## config.mk

```make
export PLATFORM = sky130hd
export DESIGN_NAME = cbts_weight
export DESIGN_NICKNAME = d
export VERILOG_FILES = /design/src/rtl/cbts_pkg.sv /design/src/rtl/cbts_weight.sv
export SDC_FILE = /design/constraint.sdc
export NUM_CORES = 2
export LEC_CHECK = 0
export ABC_AREA = 1
export BUFFER_PORTS_ARGS = -buffer_cell sky130_fd_sc_hd__buf_2
export CAP_MARGIN = 20
export CORE_MARGIN = 10
export CORE_UTILIZATION = 30
export DETAILED_ROUTE_END_ITERATION = 7
export PLACE_DENSITY_LB_ADDON = 0.25
export SLEW_MARGIN = 10
export SYNTH_ARGS = -nofsm -noshare
export SYNTH_HDL_FRONTEND = slang
export SYNTH_SLANG_ARGS = --single-unit
```

## constraint.sdc

```tcl
create_clock -name clk -period 15.8 [get_ports clk]
set_clock_uncertainty 0.05 [all_clocks]
set_input_delay 3.16 -clock clk [delete_from_list [all_inputs] [get_ports clk]]
set_output_delay 3.16 -clock clk [all_outputs]
set_load 0.05 [all_outputs]
```

## src/rtl/cbts_pkg.sv

```systemverilog
// ----------------------------------------------------------------------------
// cbts_pkg: shared constants and types of the tonal color balance block
// Luma weights, tonal range codes, register indexes and the config bundle.
// ----------------------------------------------------------------------------
package cbts_pkg;

	// Config port
	localparam int CFG_DATA_BITS  = 8;
	localparam int CFG_INDEX_BITS = 3;

	localparam logic [CFG_INDEX_BITS-1:0] REG_TONAL_RANGE = 3'd0;
	localparam logic [CFG_INDEX_BITS-1:0] REG_AMT_RED     = 3'd1;
	localparam logic [CFG_INDEX_BITS-1:0] REG_AMT_GREEN   = 3'd2;
	localparam logic [CFG_INDEX_BITS-1:0] REG_AMT_BLUE    = 3'd3;
	localparam logic [CFG_INDEX_BITS-1:0] REG_KEEP_LUMA   = 3'd4;

	// Tonal range codes; code 3 means no weighting
	localparam logic [1:0] TONE_LOW  = 2'd0;
	localparam logic [1:0] TONE_MID  = 2'd1;
	localparam logic [1:0] TONE_HIGH = 2'd2;

	// Channel slots in a pixel vector
	localparam int CH_RED     = 0;
	localparam int CH_GREEN   = 1;
	localparam int CH_BLUE    = 2;
	localparam int CH_ALPHA   = 3;
	localparam int NUM_COLORS = 3;

	// Q16 luma weights, sum 65536
	localparam logic [15:0] WEIGHT_R = 16'd19595;
	localparam logic [15:0] WEIGHT_G = 16'd38470;
	localparam logic [15:0] WEIGHT_B = 16'd7471;

	// Q16 tonal weight, 0..65536
	localparam int                  WGT_BITS = 17;
	localparam logic [WGT_BITS-1:0] Q16_ONE  = 17'd65536;
	localparam logic [WGT_BITS-1:0] Q16_HALF = 17'd32768;

	// Shift divisor 400 * 65536 = 2^20 * 25
	localparam int AMT_BITS   = 8;
	localparam int SHIFT_POW2 = 20;
	localparam int SHIFT_ODD  = 25;
	localparam int SHIFT_HALF = 13107200;

	typedef struct packed {
		logic [1:0]                 tonal_range;
		logic [AMT_BITS-1:0]        amt_red;
		logic [AMT_BITS-1:0]        amt_green;
		logic [AMT_BITS-1:0]        amt_blue;
		logic                       keep_luminosity;
	} cfg_t;

endpackage

```

## src/rtl/cbts_weight.sv

```systemverilog
// ----------------------------------------------------------------------------
// cbts_weight: tonal weight curve
// Three stages: first products, curve select / cubic product, final round.
// ----------------------------------------------------------------------------
module cbts_weight #(
	parameter int SIDE_W = 80
) (
	input  logic                          clk,
	input  logic                          arst_n,
	input  logic [1:0]                    tonal_range,
	input  logic                          in_valid,
	output logic                          in_ready,
	input  logic [cbts_pkg::WGT_BITS-1:0] in_level,
	input  logic [SIDE_W-1:0]             in_side,
	output logic                          out_valid,
	input  logic                          out_ready,
	output logic [cbts_pkg::WGT_BITS-1:0] out_weight,
	output logic [SIDE_W-1:0]             out_side
);
	localparam int WB = cbts_pkg::WGT_BITS;

	logic vld_s1, vld_s2, vld_s3;
	logic rdy_s1, rdy_s2, rdy_s3;

	logic [32:0]       sh_s1;
	logic [32:0]       ll_s1;
	logic [WB-1:0]     wmid_s1;
	logic [WB-1:0]     lvl_s1;
	logic [SIDE_W-1:0] side_s1;
	logic [48:0]       hp_s2;
	logic [WB-1:0]     wother_s2;
	logic [SIDE_W-1:0] side_s2;
	logic [WB-1:0]     weight_s3;
	logic [SIDE_W-1:0] side_s3;

	logic [33:0]   sh_full;
	logic [33:0]   ll_full;
	logic [WB-1:0] wmid_d;
	logic [35:0]   shr;
	logic [17:0]   tfac;
	logic [50:0]   hp_full;
	logic [WB-1:0] wother_d;
	logic [49:0]   hr;
	logic [WB-1:0] weight_d;

	assign rdy_s3   = !vld_s3 || out_ready;
	assign rdy_s2   = !vld_s2 || rdy_s3;
	assign rdy_s1   = !vld_s1 || rdy_s2;
	assign in_ready = rdy_s1;

	// stage 1: l(1-l), l*l, triangle
	assign sh_full = 34'(in_level) * 34'(cbts_pkg::Q16_ONE - in_level);
	assign ll_full = 34'(in_level) * 34'(in_level);
	assign wmid_d  = (in_level < cbts_pkg::Q16_HALF) ? WB'({in_level, 1'b0})
	                 : WB'({cbts_pkg::Q16_ONE - in_level, 1'b0});

	// stage 2: shadows round, smoothstep cubic product
	assign shr     = 36'({sh_s1, 2'b00}) + 36'd32768;
	assign tfac    = 18'd196608 - 18'({lvl_s1, 1'b0});
	assign hp_full = 51'(ll_s1) * 51'(tfac);

	always_comb begin
		case (tonal_range)
			cbts_pkg::TONE_LOW: wother_d = shr[32:16];
			cbts_pkg::TONE_MID: wother_d = wmid_s1;
			default:            wother_d = '0;
		endcase
	end

	// stage 3: highlights round
	assign hr       = 50'(hp_s2) + 50'd2147483648;
	assign weight_d = (tonal_range == cbts_pkg::TONE_HIGH) ? hr[48:32] : wother_s2;

	always_ff @(posedge clk or negedge arst_n) begin
		if (!arst_n) begin
			vld_s1 <= 1'b0;
			vld_s2 <= 1'b0;
			vld_s3 <= 1'b0;
		end else begin
			if (rdy_s1) vld_s1 <= in_valid;
			if (rdy_s2) vld_s2 <= vld_s1;
			if (rdy_s3) vld_s3 <= vld_s2;
		end
	end

	always_ff @(posedge clk) begin
		if (rdy_s1) begin
			sh_s1   <= sh_full[32:0];
			ll_s1   <= ll_full[32:0];
			wmid_s1 <= wmid_d;
			lvl_s1  <= in_level;
			side_s1 <= in_side;
		end
		if (rdy_s2) begin
			hp_s2     <= hp_full[48:0];
			wother_s2 <= wother_d;
			side_s2   <= side_s1;
		end
		if (rdy_s3) begin
			weight_s3 <= weight_d;
			side_s3   <= side_s2;
		end
	end

	assign out_valid  = vld_s3;
	assign out_weight = weight_s3;
	assign out_side   = side_s3;

endmodule

```

**After elaboration in Yosys (flattened, before gate mapping)**

Index checks and enable logic that the tools add are counted.

- Add/sub/neg operators: 5
- Multiply operators: 3
- Divide/modulo/power cells: 0
- Magnitude comparators: 1
- Eq/ne operators: 2
- Shifts and indexed selects: 0
- Multiplexer cells: 3
- Bitwise logic cells: 0
- Reduce and logical (&&, ||, !) cells: 7

Operators with widths:

| cell | count |
|---|---|
| 49-bit by 32-bit adder with 49-bit output, second input constant | 1 |
| 33-bit by 18-bit multiplier with 49-bit output | 1 |
| 17-bit two-way mux | 2 |
| 17-bit one-hot mux with 2 select lines | 1 |
| 33-bit by 16-bit adder with 33-bit output, second input constant | 1 |
| 17-bit by 17-bit multiplier with 33-bit output | 1 |
| 18-bit by 18-bit multiplier with 31-bit output | 1 |
| 17-bit by 17-bit subtractor with 18-bit output, first input constant | 1 |
| 18-bit subtractor, first input constant | 1 |
| 17-bit by 16-bit < comparator with 1-bit output, second input constant | 1 |
| 1-bit by 16-bit subtractor with 16-bit output, first input constant | 1 |
| 1-bit zero test | 3 |
| 1-bit logical OR | 3 |
| 2-bit by 1-bit equality test with 1-bit output, second input constant | 1 |
| 2-bit equality test, second input constant | 1 |
| 2-bit zero test | 1 |

- Flip-flop bits (word level): 424
- Bits in latches: 0
- Bits in writable memories: 0
- ROM bits: 0
- Input port bits: 103
- Output and inout bits: 99
- Word-level logic and storage cells: 34
- Memories: 0

**Logic depth before layout (Yosys ltp)**

- Depth in word-level cells: 4
- Depth in mapped cells: 38
- Gate-level depth less buffers: 36

**Worst setup path before layout**

No wires, ideal clock.

- Path type: in2out
- Start: input out_ready
- End: output in_ready
- Arrival time: 9.294 ns
- Required time: 12.590 ns
- Setup slack: 3.296 ns
- Stages on the path: 4
- Buffers on the path: 0
- Path through: inv_1 -> nand2_1 -> nor2_1 -> nand2_1

- Word-level cells in the longest chain between the ends: 3

Ends and longest elaborated chain:

| item | RTL line | text |
|---|---|---|
| start, declared | cbts_weight.sv:16 | `input logic out_ready,` |
| 1-bit logical OR | cbts_weight.sv:46 | `assign rdy_s3 = !vld_s3 \|\| out_ready;` |
| named net rdy_s3 | cbts_weight.sv:23 | `logic rdy_s1, rdy_s2, rdy_s3;` |
| 1-bit logical OR | cbts_weight.sv:47 | `assign rdy_s2 = !vld_s2 \|\| rdy_s3;` |
| 1-bit logical OR | cbts_weight.sv:48 | `assign rdy_s1 = !vld_s1 \|\| rdy_s2;` |
| end, declared | cbts_weight.sv:12 | `output logic in_ready,` |

The timed path passes the listed nets, and every way through them passes these cells.

**Final worst setup path**

- Start: input in_level[1] (netlist name)
- End: register sh_s1[26], data pin

- Word-level cells in the longest chain between the ends: 2

Ends and longest elaborated chain:

| item | RTL line | text |
|---|---|---|
| start, declared | cbts_weight.sv:13 | `input logic [cbts_pkg::WGT_BITS-1:0] in_level,` |
| 17-bit by 17-bit subtractor with 18-bit output | cbts_weight.sv:52 | `assign sh_full = 34'(in_level) * 34'(cbts_pkg::Q16_ONE - in_level);` |
| 18-bit by 18-bit multiplier with 31-bit output * | cbts_weight.sv:52 |  |
| named net sh_full[26] | cbts_weight.sv:36 | `logic [33:0] sh_full;` |
| end signal, assigned | cbts_weight.sv:88 | `sh_s1 <= sh_full[32:0];` |
| end, declared | cbts_weight.sv:25 | `logic [32:0] sh_s1;` |

The timed path passes the listed nets; every way through them passes the cells marked *.
A chain may end at the register's enable or synchronous reset.

==> metrics.md <==
| Metric | Value |
|---|---|
| Slew HR | 0.264 |
| First-pass GRT wire length | 227 mm |
| Final Hold Fails | 0 |
| Ys flop type | edfxtp_1 |
| Worst Hold Class | flop to flop |
| Yosys cell types | 52 |
| CP Launch Type | input pin |
| Syn nets | 6,816 |
| Share of async-settable or async-resettable flops after synthesis | 0.00798 |
| CTS max path bufs | 3 |
| # rows | 148 |
| CTS Buf Count | 40 |
| Placed cell count | 7,732 |
| Layout cell share with drive strength beyond 1 | 0.0591 |
| Synth Cell Area | 49,200 µm² |
| Initial core utilization | 0.302 |
| FILL cells | 17,168 |
| EDFF count, synth | 373 |
| Total of max-cap violations | 0 |
| Top-area cell type share of the netlist area | 0.354 |
| Hold Buf Count CTS | 0 |
| Placer Congestion | 0.902 |
| Routed Antenna Nets | 0 |
| CP max-delay cell | ha_1 |
| Fmax | 96.1 MHz |
| Arr. time, crit path | 10,700 ps |
| Synth Instances | 5,472 |
| Count of pins over their slew limit | 0 |
| Kind of critical path | input pin to flop |
| Clk Latency, worst-skew pair | 600 ps |
| TritonCTS Sinks | 376 |
| Seq/Total Area, Yosys | 0.229 |
| Root buffer cell | clkbuf_16 |
| Critical Path Max Stage Delay | 660 ps |
| Vias in the first global route | 38,275 |
| Worst-path clk slew | 60 ps |
| Initial antenna violation count | 6 |
| Die X | 425 µm |
| Post CTS Setup Buffer Count | 0 |
| Aggregate routed wire length | 147 mm |
| Gr ovfl total | 0 |
| CTS tree | done |
| PostCTS Resize Cnt | 0 |
| TritonRoute pass-1 iters | 8 |
| CTS H-tree depth | 2 |
| Largest area contributor in the netlist | fa_1 |
| Status | finished clean |
| Non-Filler Instances | 7,807 |
| Hpwl dp | 119 mm |
| Tcrit/Tclk final | 0.659 |
| #FFs+latches synth | 376 |
| Die ar. | 181,000 µm² |
| Crit end category | flop |
| Aggregate global-route resource usage | 0.163 |
| Most frequent cell after synthesis | inv_1 |
| Sum Neg Setup Slack | 0 ps |
| Ys Warns | 0 |
| Final setup vio count | 0 |
| Residual DRC | 0 |
| Area contributors post-synth | fa_1 (35%), edfxtp_1 (23%), inv_1 (11%) |
| CP max FO | 28 |
| Number of buffers added on ports | 201 |
| CP required | 16,090 ps |
| Worst-margin pin slew | 1100 ps |
| Tmin final | 10,410 ps |
| Vias | 35,515 |
| Die Ht | 425 µm |
| RSZ-0062 raised after global routing | false |
| Iter 0 DRT Violations | 2,620 |
| Final #Nets | 6,944 |
| Vias/cell | 4.55 |
| Largest net degree at the start of global routing | 66 |
| IO Count | 202 |
| Layout overhead on the synthesized area | 9.44% |
| Most instantiated cells after synthesis | inv_1 (1,483), nand2_1 (1,165), fa_1 (871) |
| Average wire per standard cell | 18.8 µm |
| Syn_area_per_cell | 9.00 µm² |
| Core area | 163,000 µm² |
final timing paths:
check                                         end  cells after the start                  start  slack, ps
max                           sh_s1[26]$_DFFE_PP_                     30            in_level[1]       5390
min                        out_side[74]$_DFFE_PP_                      0  side_s2[74]$_DFFE_PP_        360
max reg2reg                   hp_s2[48]$_DFFE_PP_                     29     sh_s1[0]$_DFFE_PP_       7430
min reg2reg                out_side[74]$_DFFE_PP_                      0  side_s2[74]$_DFFE_PP_        360
max in group asynchronous      vld_s1$_DFFE_PN0P_                      1                 arst_n      13280
min in group asynchronous   out_valid$_DFFE_PN0P_                      1                 arst_n       2320
critical path, delay by kind of cell:
family / cells / cell delay, ps
fa+ha+maj: 9 / 4200
buf+inv: 6 / 1340
simple gates: 11 / 1200
compound gates: 3 / 630
xor+xnor: 1 / 140
flip-flops by register name, summed over array words and instances, names as in the netlist:
name and flops:
hp_s2 18, ll_s1 31, lvl_s1 16, out_side 80, out_valid 1, out_weight 17, sh_s1 19, side_s1 80
side_s2 80, vld_s1 1, vld_s2 1, wmid_s1 15, wother_s2 17
per-stage QoR:
stage	area (µm²)	util	setup slack (ps)	hold WS, ps
4_1_cts	53800	0.330	5580	352
3_5_place_dp	52600	0.323	4940	355
3_3_place_gp	52600	0.323	5070	350
5_1_grt	53900	0.331	5130	361
2_1_floorplan	49200	-	3300	350
6_report	53900	0.331	5390	356
layout make-up:
cell class                 instances  area [µm²]  area share
multi-input combinational       3447       31700       0.588
clock buffer                      54        1050      0.0196
inverter                        1503        5660       0.105
clock inverter                    18         226     0.00420
sequential                       376       11300       0.209
timing repair buffer             232        1260      0.0234
tap                             2175        2720      0.0505
antenna                            2        5.00   0.0000929
routing by layer:
| layer | global-route usage | share of wire | vias up |
|---|---|---|---|
| li1 | - | - | 16406 |
| met5 | 0 | 0.000089 | - |
| met2 | 0.276 | 0.48 | 909 |
| met4 | 0.0435 | 0.029 | 2 |
| met1 | 0.216 | 0.43 | 17988 |
| met3 | 0.0244 | 0.057 | 210 |
kinds of logic (layout without fill, tap and decap cells):
| family | count (synthesis) | after routing | share of synthesized area |
|---|---|---|---|
| xor+xnor | 72 | 72 | 0.0128 |
| simple gates | 1845 | 1845 | 0.149 |
| fa+ha+maj | 1241 | 1241 | 0.448 |
| flops | 376 | 376 | 0.229 |
| mux | 1 | 1 | 0.000229 |
| compound gates | 288 | 288 | 0.0329 |
| other cells | 0 | 2 | 0 |
| buf+inv | 1649 | 1807 | 0.128 |
cells in the final DEF, fill, tap and decap left out, types with 30 or more instances in the layout:
| cell type | count |
|---|---|
| buf_4 | 30 |
| nand3_1 | 104 |
| nor3_1 | 35 |
| clkbuf_16 | 40 |
| ha_1 | 369 |
| inv_1 | 1482 |
| fa_1 | 871 |
| o21ai_0 | 100 |
| nor2_1 | 467 |
| edfxtp_1 | 373 |
| nand2_1 | 1163 |
| xor2_1 | 44 |
| buf_2 | 201 |
| a21oi_1 | 116 |
Power is left out: the tool's default activity adds up to more than one toggle a clock period on the data nets, which glitch-free logic cannot reach.
