===== src/rtl/cbts_pkg.sv =====
// ----------------------------------------------------------------------------
// cbts_pkg: shared constants and types of the tonal color balance block
// Luma weights, tonal range codes, register indexes and the config bundle.
// ----------------------------------------------------------------------------
package cbts_pkg;

	// Config port
	localparam int CFG_DATA_BITS  = 8;
	localparam int CFG_INDEX_BITS = 3;

	localparam logic [CFG_INDEX_BITS-1:0] REG_TONAL_RANGE = 3'd0;
	localparam logic [CFG_INDEX_BITS-1:0] REG_AMT_RED     = 3'd1;
	localparam logic [CFG_INDEX_BITS-1:0] REG_AMT_GREEN   = 3'd2;
	localparam logic [CFG_INDEX_BITS-1:0] REG_AMT_BLUE    = 3'd3;
	localparam logic [CFG_INDEX_BITS-1:0] REG_KEEP_LUMA   = 3'd4;

	// Tonal range codes; code 3 means no weighting
	localparam logic [1:0] TONE_LOW  = 2'd0;
	localparam logic [1:0] TONE_MID  = 2'd1;
	localparam logic [1:0] TONE_HIGH = 2'd2;

	// Channel slots in a pixel vector
	localparam int CH_RED     = 0;
	localparam int CH_GREEN   = 1;
	localparam int CH_BLUE    = 2;
	localparam int CH_ALPHA   = 3;
	localparam int NUM_COLORS = 3;

	// Q16 luma weights, sum 65536
	localparam logic [15:0] WEIGHT_R = 16'd19595;
	localparam logic [15:0] WEIGHT_G = 16'd38470;
	localparam logic [15:0] WEIGHT_B = 16'd7471;

	// Q16 tonal weight, 0..65536
	localparam int                  WGT_BITS = 17;
	localparam logic [WGT_BITS-1:0] Q16_ONE  = 17'd65536;
	localparam logic [WGT_BITS-1:0] Q16_HALF = 17'd32768;

	// Shift divisor 400 * 65536 = 2^20 * 25
	localparam int AMT_BITS   = 8;
	localparam int SHIFT_POW2 = 20;
	localparam int SHIFT_ODD  = 25;
	localparam int SHIFT_HALF = 13107200;

	typedef struct packed {
		logic [1:0]                 tonal_range;
		logic [AMT_BITS-1:0]        amt_red;
		logic [AMT_BITS-1:0]        amt_green;
		logic [AMT_BITS-1:0]        amt_blue;
		logic                       keep_luminosity;
	} cfg_t;

endpackage


===== src/rtl/cbts_shift.sv =====
// ----------------------------------------------------------------------------
// cbts_shift: per-channel color shift
// amount * weight * FS / (400 * 65536), halves away from zero, three lanes.
// ----------------------------------------------------------------------------
module cbts_shift #(
	parameter int CHANNEL_BITS = 16,
	parameter int SIDE_W       = 32
) (
	input  logic                                                   clk,
	input  logic                                                   arst_n,
	input  logic [cbts_pkg::NUM_COLORS-1:0][cbts_pkg::AMT_BITS-1:0] amount,
	input  logic                                                   in_valid,
	output logic                                                   in_ready,
	input  logic [cbts_pkg::WGT_BITS-1:0]                          in_weight,
	input  logic [cbts_pkg::NUM_COLORS-1:0][CHANNEL_BITS-1:0]      in_chan,
	input  logic [SIDE_W-1:0]                                      in_side,
	output logic                                                   out_valid,
	input  logic                                                   out_ready,
	output logic [cbts_pkg::NUM_COLORS-1:0][CHANNEL_BITS+1:0]      out_chan,
	output logic [SIDE_W-1:0]                                      out_side
);
	localparam int CB    = CHANNEL_BITS;
	localparam int NC    = cbts_pkg::NUM_COLORS;
	localparam int AB    = cbts_pkg::AMT_BITS;
	localparam int AW_W  = 24;
	localparam int NUM_W = CB + 25;
	localparam int XW    = NUM_W - cbts_pkg::SHIFT_POW2;
	localparam int PX_W  = 2 * XW - 4;
	localparam int Q_W   = XW - 4;
	localparam int NW    = CB + 2;
	localparam longint unsigned RECIP25 = (64'd1 << XW) / cbts_pkg::SHIFT_ODD;

	logic vld_s1, vld_s2, vld_s3;
	logic rdy_s1, rdy_s2, rdy_s3;

	logic [NC-1:0][AW_W-1:0] aw_s1;
	logic [NC-1:0]           neg_s1;
	logic [NC-1:0][CB-1:0]   chan_s1;
	logic [SIDE_W-1:0]       side_s1;
	logic [NC-1:0][XW-1:0]   x_s2;
	logic [NC-1:0][PX_W-1:0] px_s2;
	logic [NC-1:0]           neg_s2;
	logic [NC-1:0][CB-1:0]   chan_s2;
	logic [SIDE_W-1:0]       side_s2;
	logic [NC-1:0][NW-1:0]   chan_s3;
	logic [SIDE_W-1:0]       side_s3;

	logic [NC-1:0][AW_W-1:0]  aw_d;
	logic [NC-1:0][AB-1:0]    mag;
	logic [NC-1:0][NUM_W-1:0] num;
	logic [NC-1:0][XW-1:0]    x_d;
	logic [NC-1:0][PX_W-1:0]  px_d;
	logic [NC-1:0][Q_W-1:0]   q0;
	logic [NC-1:0][XW:0]      q25;
	logic [NC-1:0][XW:0]      rem;
	logic [NC-1:0][Q_W-1:0]   q;
	logic [NC-1:0][NW-1:0]   chan_d;

	assign rdy_s3   = !vld_s3 || out_ready;
	assign rdy_s2   = !vld_s2 || rdy_s3;
	assign rdy_s1   = !vld_s1 || rdy_s2;
	assign in_ready = rdy_s1;

	always_comb begin
		for (int c = 0; c < NC; c++) begin
			// stage 1: |amount| * weight
			mag[c]  = amount[c][AB-1] ? AB'(-amount[c]) : amount[c];
			aw_d[c] = AW_W'(mag[c]) * AW_W'(in_weight);
			// stage 2: times FS by shift-subtract, drop 2^20, reciprocal of 25
			num[c]  = (NUM_W'(aw_s1[c]) << CB) - NUM_W'(aw_s1[c])
			        + NUM_W'(cbts_pkg::SHIFT_HALF);
			x_d[c]  = num[c][NUM_W-1:cbts_pkg::SHIFT_POW2];
			px_d[c] = PX_W'(x_d[c]) * PX_W'(RECIP25);
			// stage 3: quotient may be one low; apply with sign
			q0[c]   = px_s2[c][PX_W-1:XW];
			q25[c]  = ((XW+1)'(q0[c]) << 4) + ((XW+1)'(q0[c]) << 3) + (XW+1)'(q0[c]);
			rem[c]  = (XW+1)'(x_s2[c]) - q25[c];
			q[c]    = q0[c] + Q_W'(rem[c] >= (XW+1)'(cbts_pkg::SHIFT_ODD));
			chan_d[c] = neg_s2[c] ? NW'(chan_s2[c]) - NW'(q[c])
			                      : NW'(chan_s2[c]) + NW'(q[c]);
		end
	end

	always_ff @(posedge clk or negedge arst_n) begin
		if (!arst_n) begin
			vld_s1 <= 1'b0;
			vld_s2 <= 1'b0;
			vld_s3 <= 1'b0;
		end else begin
			if (rdy_s1) vld_s1 <= in_valid;
			if (rdy_s2) vld_s2 <= vld_s1;
			if (rdy_s3) vld_s3 <= vld_s2;
		end
	end

	always_ff @(posedge clk) begin
		if (rdy_s1) begin
			aw_s1   <= aw_d;
			for (int c = 0; c < NC; c++) begin
				neg_s1[c] <= amount[c][AB-1];
			end
			chan_s1 <= in_chan;
			side_s1 <= in_side;
		end
		if (rdy_s2) begin
			x_s2    <= x_d;
			px_s2   <= px_d;
			neg_s2  <= neg_s1;
			chan_s2 <= chan_s1;
			side_s2 <= side_s1;
		end
		if (rdy_s3) begin
			chan_s3 <= chan_d;
			side_s3 <= side_s2;
		end
	end

	assign out_valid = vld_s3;
	assign out_chan  = chan_s3;
	assign out_side  = side_s3;

endmodule


===== config.mk =====
export PLATFORM = sky130hd
export DESIGN_NAME = cbts_shift
export DESIGN_NICKNAME = d
export VERILOG_FILES = /design/src/rtl/cbts_pkg.sv /design/src/rtl/cbts_shift.sv
export SDC_FILE = /design/constraint.sdc
export NUM_CORES = 2
export LEC_CHECK = 0
export BUFFER_PORTS_ARGS = -buffer_cell sky130_fd_sc_hd__buf_2
export CORE_ASPECT_RATIO = 0.9
export CORE_UTILIZATION = 42
export DETAILED_ROUTE_END_ITERATION = 8
export GPL_TIMING_DRIVEN = 0
export PLACE_DENSITY = 0.65
export SKIP_CTS_REPAIR_TIMING = 1
export SLEW_MARGIN = 0
export SYNTH_ARGS = -nofsm -noshare
export SYNTH_HDL_FRONTEND = slang
export SYNTH_SLANG_ARGS = --single-unit

===== constraint.sdc =====
create_clock -name clk -period 10.3 [get_ports clk]
set_clock_uncertainty 0.2 [all_clocks]
set_input_delay 1.03 -clock clk [delete_from_list [all_inputs] [get_ports clk]]
set_output_delay 1.03 -clock clk [all_outputs]
set_load 0.05 [all_outputs]

After elaboration in Yosys (flattened, before gate mapping):

Index checks and enable logic that the tools add are counted.

* add/subtract/negate cells: 27
* multipliers: 6
* divide/modulo/power cells: 0
* $lt $le $gt $ge: 3
* eq/ne operators: 0
* shift operators: 0
* multiplexer cells: 6
* bitwise logic cells: 0
* reductions and logical operators: 6

Operator list (number)
* $add 41x24->41 const B: 3
* $sub 40x24->41: 3
* $mul 21x16->37 const B: 3
* $mul 8x17->24: 3
* $add 21x20->22: 3
* $add 22x17->22: 3
* $ge 22x5->1 const B: 3
* $sub 21x22->22: 3
* $add 16x17->18: 3
* $mux 18: 3
* $sub 16x17->18: 3
* $add 17x1->17: 3
* $mux 8: 3
* $neg 8->8: 3
* $logic_not 1->1: 3
* $logic_or 1x1->1: 3

* register bits after elaboration: 501
* latch bits: 0
* bits in writable memories: 0
* bits in read-only memories: 0
* output and inout bits: 88
* memories kept: 0

Depth between registers and ports, before layout:

* depth in word-level cells: 7
* mapped depth: 36
* gate-level depth less buffers: 36

Worst setup path before layout:

OpenSTA, ideal clock, no wires.

* path kind: reg2reg
* from: register aw_s1[22] (netlist bit)
* to: register px_s2[36] (netlist bit) (data pin)
* setup time: 0.269 ns
* data arrival time: 8.086 ns
* data required time: 9.831 ns
* slack: 1.745 ns
* stages on the path, launching flop included: 32
* buffers on the path: 0
* cell sequence: edfxtp_1 > ha_1 > inv_1 > ha_1 > a21o_1 > a221o_1 > a31o_1 > and4b_1 > or2_2 > a21boi_1 > xor2_1 > inv_1 > fa_1 > inv_1 > ha_1 > fa_1 > inv_1 > fa_1 > fa_1 > fa_1 > inv_1 > ha_1 > a211oi_1 > nand4_1 > nor4_1 > o31a_1 > o21a_1 > a211o_1 > a31oi_1 > o31ai_1 > nor2b_1 > o311ai_1

RTL lines
* start, declared: line cbts_shift.sv:36 `logic [NC-1:0][AW_W-1:0] aw_s1;`
* start signal, assigned: line cbts_shift.sv:98 `aw_s1 <= aw_d;`
* end signal, assigned: line cbts_shift.sv:107 `px_s2 <= px_d;`
* end, declared: line cbts_shift.sv:41 `logic [NC-1:0][PX_W-1:0] px_s2;`

==> metrics.yaml <==
run_status: "finished, final reports clean"
fill_cells: 12913
placement.io_buffers: 209
worst_slack_ns: 0.4772
synth_area_leaders: "sky130_fd_sc_hd__fa_1 (26%), sky130_fd_sc_hd__edfxtp_1 (22%), sky130_fd_sc_hd__ha_1 (19%), sky130_fd_sc_hd__inv_1 (7.8%), sky130_fd_sc_hd__xnor2_1 (3.8%)"
mostFrequentLayoutCells: "sky130_fd_sc_hd__inv_1 (1238), sky130_fd_sc_hd__ha_1 (906), sky130_fd_sc_hd__fa_1 (777), sky130_fd_sc_hd__edfxtp_1 (438), sky130_fd_sc_hd__nand2_1 (323)"
initial_core_util_pct: 42.45
clk_root_buffer_cell: "sky130_fd_sc_hd__clkbuf_16"
synth.ff_latch_count: 441
max_root_sink_buffers: 3
grt_usage_pct: 19.02
clk_latency_ns: 0.65
avgViaCountPerCell: 5.099
floorplan.core_area_um2: 140000
grt_antenna_before_repair: 7
grt_max_degree: 50
tightest_slew_ns: 1.419
grt_overflow: 0
hold_violations: 0
mostFrequentLayoutCell: "sky130_fd_sc_hd__inv_1"
endpoint_kind: "register"
worstHoldPathType: "register to register"
setup_tns_ns: 0
crit_path_top_delay_cell: "sky130_fd_sc_hd__xnor2_1"
maxClockFrequency_mhz: 101.8
placement_rows: 130
path_class: "register to register"
clkTransAtPathRegs_ns: 0.06
drcViolationCount: 0
crit_path_dat_ns: 10.02
synth.distinct_cells: 95
place.gp.congestion: 0.9033
max_cap_violations: 0
yosys_warnings: 0
floorplan.die_area_um2: 143100
layout-drive-gt1-share_pct: 6.192
fraction_of_synthesized_cell_area_taken_by_the_top_area_cell_type_pct: 26.17
yosys_most_used_dff: "sky130_fd_sc_hd__edfxtp_1"
first_global_vias: 42391
maxSlewViolCount: 0
first_pass_iters: 5
synth_top_cell_by_area: "sky130_fd_sc_hd__fa_1"
cts-buffers-inserted: 53
syn2layout_area_growth_pct: 9.652
slew_headroom_pct: 4.710
setup_repair_after_global_routing_missed_its_margin: "false"
syn-cell-area_um2: 59450
critical_path.startpoint_type: "register"
critPathMaxStageDelay_ns: 0.96
htreeDepth: 2
ys_async_rst_share_pct: 0.6803
detailedPlacementHpwl_um: 113000
routed_wl_um: 133700
num_io_pins: 213
diodes: 0
dieHeight_um: 358.9
net_count_synth: 7591
path_max_fanout: 8
grt_first_pass_wirelength_um: 219000
synth-seq-area-share_pct: 22.25
dp_slack_ns: -0.2921
setup.reg_to_reg.worst_slack_ns: 0.48
routedWlPerCell_um: 16.78
synthesis.instances: 5783
die_width_um: 398.6
worst-endpoint-required_ns: 10.50
period_minus_slack_ns: 9.823
vias: 40630
drt_iter0_drc: 2318
cts_tree: "built"
nNetsFinal: 7885
synth_area_per_cell_um2: 10.28
setup_violations: 0
critical_path.most_common_cell: "sky130_fd_sc_hd__inv_1"
synth_edf_count: 438
clock-sinks: 441
postRouteAntennaNets: 0
fin_crit_sh_pct: 95.37
## stage by stage
| step | cells | hold slack, ns | utilization (%) | cell area, um^2 |
|---|---|---|---|---|
| 2_1_floorplan | 5783 | 0.2003 | - | 59450 |
| 3_3_place_gp | 7840 | 0.2001 | 44.85 | 62810 |
| 3_5_place_dp | 7864 | 0.2045 | 45.16 | 63240 |
| 4_1_cts | 7963 | -0.06726 | 46.43 | 65020 |
| 5_1_grt | 7969 | 0.2201 | 46.55 | 65190 |
| 6_report | 7969 | 0.2135 | 46.55 | 65190 |
## layer usage
metal / global-route usage, % / share of wire, % / up-vias
li1: - / - / 19577
met1: 27.12 / 47 / 19973
met2: 30.33 / 45 / 929
met3: 3.508 / 6.3 / 145
met4: 3.343 / 1.6 / 6
met5: 0 / 0.029 / -
## path summary, 6_finish.rpt
kind / from / endpoint / depth (start not counted)
min in group asynchronous: arst_n / out_valid$_DFFE_PN0P_ / 2
hold reg to reg: chan_s1[47]$_DFFE_PP_ / chan_s2[47]$_DFFE_PP_ / 0
setup / recovery: aw_s1[22]$_DFFE_PP_ / px_s2[36]$_DFFE_PP_ / 32
max in group asynchronous: arst_n / vld_s1$_DFFE_PN0P_ / 2
setup reg to reg: aw_s1[22]$_DFFE_PP_ / px_s2[36]$_DFFE_PP_ / 32
hold / removal: chan_s1[47]$_DFFE_PP_ / chan_s2[47]$_DFFE_PP_ / 0
## cells in the mapped netlist, drive strengths merged (28+ instances only)
cell type	count
inv	1244
ha	906
fa	777
edfxtp	438
nand2	323
xnor2	261
a21oi	235
nor2	222
nor2b	179
o21ai	119
nor3	92
xor2	90
clkbuf	82
and2	80
a21o	66
nand2b	64
nand3	64
and3	39
o21a	37
o21bai	34
or3	34
nand4	32
a31oi	31
a211oi	28
## state kept, by name, indices dropped and copies added, names as in the netlist, 3 cells and up
signal and flops:
neg_s2 3, out_side 32, side_s2 32, chan_s1 48
x_s2 63, out_chan 54, neg_s1 3, px_s2 51
aw_s1 72, chan_s2 48, side_s1 32
## area by class of cell
type	instances	area [um^2]	share of cell area, %
Sequential cell	441	13230	20.29
Timing Repair Buffer	239	1504	2.307
Tap cell	1848	2312	3.547
Inverter	1244	4669	7.163
Buffer	84	325.3	0.4990
Multi-Input combinational cell	4014	41370	63.47
Clock buffer	64	1389	2.131
Clock inverter	35	385.4	0.5912
## worst max-delay path: cells and delay by family (launching register included)
kind / cells / cell delay, ns
buffers and inverters: 7 / 0.68
AO/OA/AOI/OAI: 13 / 3.13
XOR/XNOR: 1 / 0.96
AND/OR/NAND/NOR: 2 / 0.42
adder cells (fa/ha/maj): 9 / 3.66
flip-flops: 1 / 0.50
## cell families after synthesis
group,share of synthesized area [%]
buffers and inverters,8.402
flip-flops,22.25
adder cells (fa/ha/maj),45.23
multiplexers,0.3914
XOR/XNOR,5.171
AND/OR/NAND/NOR,10.41
AO/OA/AOI/OAI,8.139
Power is not shown: default switching activity piles up to over one toggle a cycle in this logic, so the estimate is an artifact.
