$ cat src/rtl/cbts_pkg.sv
// ----------------------------------------------------------------------------
// cbts_pkg: shared constants and types of the tonal color balance block
// Luma weights, tonal range codes, register indexes and the config bundle.
// ----------------------------------------------------------------------------
package cbts_pkg;

	// Config port
	localparam int CFG_DATA_BITS  = 8;
	localparam int CFG_INDEX_BITS = 3;

	localparam logic [CFG_INDEX_BITS-1:0] REG_TONAL_RANGE = 3'd0;
	localparam logic [CFG_INDEX_BITS-1:0] REG_AMT_RED     = 3'd1;
	localparam logic [CFG_INDEX_BITS-1:0] REG_AMT_GREEN   = 3'd2;
	localparam logic [CFG_INDEX_BITS-1:0] REG_AMT_BLUE    = 3'd3;
	localparam logic [CFG_INDEX_BITS-1:0] REG_KEEP_LUMA   = 3'd4;

	// Tonal range codes; code 3 means no weighting
	localparam logic [1:0] TONE_LOW  = 2'd0;
	localparam logic [1:0] TONE_MID  = 2'd1;
	localparam logic [1:0] TONE_HIGH = 2'd2;

	// Channel slots in a pixel vector
	localparam int CH_RED     = 0;
	localparam int CH_GREEN   = 1;
	localparam int CH_BLUE    = 2;
	localparam int CH_ALPHA   = 3;
	localparam int NUM_COLORS = 3;

	// Q16 luma weights, sum 65536
	localparam logic [15:0] WEIGHT_R = 16'd19595;
	localparam logic [15:0] WEIGHT_G = 16'd38470;
	localparam logic [15:0] WEIGHT_B = 16'd7471;

	// Q16 tonal weight, 0..65536
	localparam int                  WGT_BITS = 17;
	localparam logic [WGT_BITS-1:0] Q16_ONE  = 17'd65536;
	localparam logic [WGT_BITS-1:0] Q16_HALF = 17'd32768;

	// Shift divisor 400 * 65536 = 2^20 * 25
	localparam int AMT_BITS   = 8;
	localparam int SHIFT_POW2 = 20;
	localparam int SHIFT_ODD  = 25;
	localparam int SHIFT_HALF = 13107200;

	typedef struct packed {
		logic [1:0]                 tonal_range;
		logic [AMT_BITS-1:0]        amt_red;
		logic [AMT_BITS-1:0]        amt_green;
		logic [AMT_BITS-1:0]        amt_blue;
		logic                       keep_luminosity;
	} cfg_t;

endpackage

$ cat src/rtl/cbts_luma_fix.sv
// ----------------------------------------------------------------------------
// cbts_luma_fix: luminosity restore and clamp
// Stage 1 re-measures luma of shifted channels, stage 2 adds back and clamps.
// ----------------------------------------------------------------------------
module cbts_luma_fix #(
	parameter int CHANNEL_BITS = 16
) (
	input  logic                                              clk,
	input  logic                                              arst_n,
	input  logic                                              keep_luminosity,
	input  logic                                              in_valid,
	output logic                                              in_ready,
	input  logic [cbts_pkg::NUM_COLORS-1:0][CHANNEL_BITS+1:0] in_chan,
	input  logic [CHANNEL_BITS-1:0]                           in_luma,
	input  logic [CHANNEL_BITS-1:0]                           in_alpha,
	output logic                                              out_valid,
	input  logic                                              out_ready,
	output logic [3:0][CHANNEL_BITS-1:0]                      out_pix
);
	localparam int CB   = CHANNEL_BITS;
	localparam int NC   = cbts_pkg::NUM_COLORS;
	localparam int NW   = CB + 2;
	localparam int LS_W = CB + 18;
	localparam int DW   = CB + 4;
	localparam logic [CB-1:0] FS = '1;

	logic vld_s1, vld_s2;
	logic rdy_s1, rdy_s2;

	logic [LS_W-1:0]       lsum_s1;
	logic [NC-1:0][NW-1:0] chan_s1;
	logic [CB-1:0]         luma_s1;
	logic [CB-1:0]         alpha_s1;
	logic [3:0][CB-1:0]    pix_s2;

	logic [NC-1:0][LS_W-1:0] sx;
	logic [LS_W-1:0]         lsum_d;
	logic                    neg;
	logic [LS_W-1:0]         mag;
	logic [LS_W-1:0]         rnd;
	logic [DW-1:0]           y2;
	logic [DW-1:0]           d;
	logic [NC-1:0][DW-1:0]   adj;
	logic [3:0][CB-1:0]      pix_d;

	assign rdy_s2   = !vld_s2 || out_ready;
	assign rdy_s1   = !vld_s1 || rdy_s2;
	assign in_ready = rdy_s1;

	// stage 1: two's complement luma sum of shifted channels
	always_comb begin
		for (int c = 0; c < NC; c++) begin
			sx[c] = {{(LS_W-NW){in_chan[c][NW-1]}}, in_chan[c]};
		end
	end

	assign lsum_d = sx[cbts_pkg::CH_RED]   * LS_W'(cbts_pkg::WEIGHT_R)
	              + sx[cbts_pkg::CH_GREEN] * LS_W'(cbts_pkg::WEIGHT_G)
	              + sx[cbts_pkg::CH_BLUE]  * LS_W'(cbts_pkg::WEIGHT_B);

	// stage 2: round half away from zero, restore, clamp
	assign neg = lsum_s1[LS_W-1];
	assign mag = neg ? LS_W'(0) - lsum_s1 : lsum_s1;
	assign rnd = mag + LS_W'(32768);
	assign y2  = neg ? DW'(0) - DW'(rnd[LS_W-1:16]) : DW'(rnd[LS_W-1:16]);
	assign d   = DW'(luma_s1) - y2;

	always_comb begin
		for (int c = 0; c < NC; c++) begin
			adj[c] = {{(DW-NW){chan_s1[c][NW-1]}}, chan_s1[c]}
			       + (keep_luminosity ? d : DW'(0));
			if (adj[c][DW-1]) begin
				pix_d[c] = '0;
			end else if (adj[c][DW-2:0] > (DW-1)'(FS)) begin
				pix_d[c] = FS;
			end else begin
				pix_d[c] = adj[c][CB-1:0];
			end
		end
		pix_d[cbts_pkg::CH_ALPHA] = alpha_s1;
	end

	always_ff @(posedge clk or negedge arst_n) begin
		if (!arst_n) begin
			vld_s1 <= 1'b0;
			vld_s2 <= 1'b0;
		end else begin
			if (rdy_s1) vld_s1 <= in_valid;
			if (rdy_s2) vld_s2 <= vld_s1;
		end
	end

	always_ff @(posedge clk) begin
		if (rdy_s1) begin
			lsum_s1  <= lsum_d;
			chan_s1  <= in_chan;
			luma_s1  <= in_luma;
			alpha_s1 <= in_alpha;
		end
		if (rdy_s2) begin
			pix_s2 <= pix_d;
		end
	end

	assign out_valid = vld_s2;
	assign out_pix   = pix_s2;

endmodule

$ cat config.mk
export PLATFORM = sky130hd
export DESIGN_NAME = cbts_luma_fix
export DESIGN_NICKNAME = d
export VERILOG_FILES = /design/src/rtl/cbts_pkg.sv /design/src/rtl/cbts_luma_fix.sv
export SDC_FILE = /design/constraint.sdc
export NUM_CORES = 1
export LEC_CHECK = 0
export ABC_AREA = 1
export ABC_CLOCK_PERIOD_IN_PS = 12800
export BUFFER_PORTS_ARGS = -buffer_cell sky130_fd_sc_hd__buf_4
export CORE_MARGIN = 8
export CORE_UTILIZATION = 25
export CTS_CLUSTER_DIAMETER = 120
export DETAILED_ROUTE_END_ITERATION = 10
export HOLD_SLACK_MARGIN = 0.06
export PLACE_DENSITY = 0.41
export SLEW_MARGIN = 10
export SYNTH_ARGS = -nofsm -noshare
export SYNTH_HDL_FRONTEND = slang
export SYNTH_SLANG_ARGS = --single-unit
$ cat constraint.sdc
create_clock -name clk -period 12.8 [get_ports clk]
set_input_delay 1.28 -clock clk [delete_from_list [all_inputs] [get_ports clk]]
set_output_delay 1.28 -clock clk [all_outputs]
set_load 0.02 [all_outputs]
# Yosys cells after proc, flatten, opt, wreduce, memory -nomap -nowiden

Cells that the tools add are included.

Logic and storage cells: 37
Input port bits: 91
Bits in registers: 186
Output and inout port bits: 66

Magnitude comparators: 3
Multipliers: 3
Reductions and logical operators: 4
Add/subtract/negate cells: 9
Multiplexer cells: 6

Operators with widths:

| operator                                                         | count |
|---|---|
| adder 34 bit                                                     | 2 |
| adder 20 bit                                                     | 3 |
| greater-than comparator 19 x 16 -> 1 bit (second input constant) | 3 |
| two-way mux 16 bit                                               | 3 |
| two-way mux 20 bit                                               | 2 |
| adder 34 x 16 -> 34 bit (second input constant)                  | 1 |
| multiplier 18 x 16 -> 34 bit (second input constant)             | 1 |
| multiplier 34 x 15 -> 33 bit (second input constant)             | 1 |
| two-way mux 34 bit                                               | 1 |
| subtractor 1 x 34 -> 34 bit (first input constant)               | 1 |
| multiplier 18 x 14 -> 32 bit (second input constant)             | 1 |
| subtractor 16 x 20 -> 20 bit                                     | 1 |
| subtractor 1 x 18 -> 19 bit (first input constant)               | 1 |
| zero test 1 bit                                                  | 2 |
| logical OR 1 bit                                                 | 2 |

# Longest topological paths before layout

Depth in word-level cells: 10
Mapped depth: 49
Mapped depth without buffers: 49

# Least setup slack after synthesis

No wires, ideal clock.

Path kind: input -> register
Start point: in in_chan[42] (netlist bit)
End point: reg lsum_s1[32] (data pin)
Slack: 2896 ps
Stages on the path: 37
Data arrival time: 9640 ps
Data required time: 12536 ps
Setup time: 264 ps
Buffers on the path: 0
Path through: ha_1 > inv_1 > fa_1 > inv_1 > ha_1 > inv_1 > fa_1 > inv_1 > fa_1 > inv_1 > fa_1 > inv_1 > ha_1 > a21oi_1 > o21ai_0 > a21oi_1 > o21bai_1 > a21oi_1 > xnor2_1 > fa_1 > inv_1 > fa_1 > inv_1 > fa_1 > inv_1 > fa_1 > fa_1 > inv_1 > ha_1 > nand4_1 > o221ai_1 > a21oi_1 > o21ai_0 > a21boi_0 > o21ai_0 > a31oi_1 > xor2_1

Longest elaborated chain between the ends: 2

Ends and longest elaborated chain:

| item                         | RTL line            | RTL |
|---|---|---|
| from (decl)                  | cbts_luma_fix.sv:13 | `input logic [cbts_pkg::NUM_COLORS-1:0][CHANNEL_BITS+1:0] in_chan,` |
| multiplier 18 x 14 -> 32 bit | cbts_luma_fix.sv:59 | `+ sx[cbts_pkg::CH_BLUE] * LS_W'(cbts_pkg::WEIGHT_B);` |
| adder 34 bit                 | cbts_luma_fix.sv:59 |  |
| via lsum_d[32]               | cbts_luma_fix.sv:37 | `logic [LS_W-1:0] lsum_d;` |
| to (signal assigned)         | cbts_luma_fix.sv:95 | `lsum_s1 <= lsum_d;` |
| to (decl)                    | cbts_luma_fix.sv:30 | `logic [LS_W-1:0] lsum_s1;` |

The timed path passes the listed nets, and every way through them passes these cells.
A chain may end at the register's enable or synchronous reset.

# Worst setup path in the final report

Start point: in in_chan[53] (netlist bit)
End point: reg lsum_s1[33] (data pin)

Same word-level chain as after synthesis.

==> results_dict.tcl <==
set metrics [dict create \
    drt_pass1_iterations 7 \
    area_delta_synth_final_pct 12.5 \
    post_cts_hold_buffer_count 0 \
    post-synth-top-area-cell "sky130_fd_sc_hd__fa_1" \
    clock_h_tree_levels 4 \
    fin_crit_sh_pct 83.2 \
    synth_cell_type_count 49 \
    grt_pass1_wl_mm 125 \
    critPathCapture "lsum_s1[33]$_DFFE_PP_" \
    netlist_top_cells_count "sky130_fd_sc_hd__inv_1, sky130_fd_sc_hd__ha_1, sky130_fd_sc_hd__fa_1" \
    detail_route.drc_violations 0 \
    critPathMaxFanout 24 \
    design.die.area_um2 129000 \
    critPathCaptureType "flop" \
    critical_path.reg2reg.startpoint "lsum_s1[5]$_DFFE_PP_" \
    worst-endpoint-arrival_ns 10.92 \
    outcome "finished clean" \
    gr-usage-all-layers_pct 12.4 \
    floorplan.initialDensity_pct 25.1 \
    fp.dieH_um 359 \
    insertion_delay_ns 0.50 \
    worst_hold_depth 0 \
    drt-vias-per-instance 4.20 \
    grt_pass1_vias 21217 \
    tritoncts "done" \
    design.final.nets 4347 \
    yosysSeqAreaShare_pct 18.9 \
    synth_area_per_cell_um2 9.07 \
    worst-setup-path-type "input port to flop" \
    largest_net_degree_at_the_start_of_global_routing 61 \
    number_of_setup_violations_in_the_final_report 0 \
    place_congestion 0.819 \
    route.antenna.remaining_nets 0 \
    worst_slew_pin_slew_ns 1.16 \
    post-cts-setup-buffers 0 \
    timing.max_slew.rel_slack_pct 22.5 \
    worst_reg2reg_path_depth 39 \
    worst_setup_path_startpoint "in_chan[53]" \
    clk_tree_root_cell "sky130_fd_sc_hd__clkbuf_16" \
    timing.setup.tns_ns 0 \
    core-area_um2 117000 \
    cts.clk_slew.worst_paths_ns 0.09 \
    period_minus_slack_ns 10.65 \
    holdCritPathClass "flop to flop" \
    rsz0062_at_grt "false" \
    die_x_um 359 \
    post_synth_main_area_contributors "sky130_fd_sc_hd__fa_1, sky130_fd_sc_hd__ha_1, sky130_fd_sc_hd__edfxtp_1, sky130_fd_sc_hd__inv_1, sky130_fd_sc_hd__nand2_1" \
    crit_required_ns 13.07 \
    cts_resized 0 \
    detail_route.wirelength_mm 80.1 \
    detail_route.iter0.violations 864 \
    detailedPlacementHpwl_mm 71.0 \
    synthCells 3249 \
    skew_ns 0.0202 \
    number_of_warning_messages_in_the_yosys_log 0 \
    startpoint_type "input port" \
    io_pins 157 \
    yosysMostFrequentCell "sky130_fd_sc_hd__inv_1" \
    per_cell_routed_wire_length_um 16.1 \
    synth.cell_area_um2 29500 \
    syn_nets 4180 \
    cts_inserted_buffers 17 \
    yosys.area.top_type_share_pct 25.1 \
    r2r_end "out_pix[23]$_SDFFCE_PP0P_" \
    r2r_slack_ns 4.93 \
    antenna_found_initial 7 \
    clock.fmax_mhz 93.9 \
    maxSlewViolCount 0 \
    crit_slowest_cell "sky130_fd_sc_hd__fa_1" \
    synth.ff_latch_count 186 \
    clkSinkCount 186 \
    total_congestion_overflow 0 \
    final_hold_vio_count 0 \
    std_cell_rows 126 \
    vias 20848 \
    cp_slowest_stage_delay_ns 0.66 \
    postSynth.topFlopCell "sky130_fd_sc_hd__edfxtp_1" \
    cts_buffer_depth 2 \
    synthArstFlopShare_pct 1.08 \
    final_layout_size_suffix_gt1_share_pct 8.92 \
    io_buffer_count 156 \
    synth-edff-count 184 \
    max_cap_violations 0 \
]
## metrics by stage
stage | util (%) | area [um2] | setup WS (ns) | hold slack [ns] | std cells
floorplan | - | 29500 | 2.90 | 0.400 | 3249
global placement | 27.7 | 32500 | 1.76 | 0.401 | 4933
detailed placement | 27.7 | 32500 | 1.64 | 0.405 | 4933
CTS | 28.2 | 33100 | 2.16 | 0.426 | 4965
global route | 28.2 | 33100 | 1.61 | 0.427 | 4965
finish | 28.2 | 33200 | 2.15 | 0.422 | 4968
## how the worst min path moves through the flow
| stage | startpoint | end |
|---|---|---|
| after floorplan | alpha_s1[0]$_DFFE_PP_ | out_pix[48]$_DFFE_PP_ |
| after global placement | alpha_s1[14]$_DFFE_PP_ | out_pix[62]$_DFFE_PP_ |
| after detailed placement | alpha_s1[6]$_DFFE_PP_ | out_pix[54]$_DFFE_PP_ |
| after CTS | alpha_s1[11]$_DFFE_PP_ | out_pix[59]$_DFFE_PP_ |
| after global routing | alpha_s1[11]$_DFFE_PP_ | out_pix[59]$_DFFE_PP_ |
| final | alpha_s1[11]$_DFFE_PP_ | out_pix[59]$_DFFE_PP_ |
## flip-flops by register name, indices dropped and copies added, names as in the netlist
register and flops:
alpha_s1 16, chan_s1 54, lsum_s1 34, luma_s1 16, out_pix 64, out_valid 1, vld_s1 1
## cell type report
type / instances / area [um2]
fill: 12645 / 84300
multi-input combinational: 2125 / 20300
sequential: 186 / 5580
inverter: 923 / 3460
tap: 1536 / 1920
timing repair buffer: 163 / 1220
clock buffer: 17 / 425
clock inverter: 15 / 211
antenna: 3 / 7.51
## layer usage
metal	share of wire (%)	routed length [um]	GRT usage, %
met1	50	39800	17.6
met2	45	36300	19.9
met3	3.9	3150	2.32
met4	1.1	856	2.21
met5	0.050	40	0
## placed cells by master (no fill, tap or decap), drive strengths merged, types with 7 or more instances in the layout
cell    netlist  final
a211oi        9      9
a21boi        7      7
a21oi       180    180
a31oi        13     13
buf          13    163
clkbuf        2     17
edfxtp      184    184
fa          369    369
ha          471    471
inv         923    932
nand2       389    389
nand3        95     95
nand3b       14     14
nand4        25     25
nor2        207    207
nor3         48     48
o21ai        96     96
o21bai       13     13
xnor2        44     44
xor2        116    116
## logic make-up after synthesis
| family | count (synthesis) | share of synthesized area (%) |
|---|---|---|
| xor+xnor | 160 | 4.76 |
| flops | 186 | 18.9 |
| buf+inv | 938 | 12.1 |
| simple gates | 787 | 12.8 |
| compound gates | 338 | 6.26 |
| fa+ha+maj | 840 | 45.1 |
## critical path: cells and delay by family
kind                       cells  cell delay (ns)
and+or+nand+nor               10             1.19
xor gates and xnor gates       2             0.27
buffers and inverters         10             1.12
adders and majority gates     12             5.56
AOI/OAI and AO/OA              6             1.48
Power is left out: the tool's default activity adds up to more than one toggle a clock period on the data nets, which glitch-free logic cannot reach.
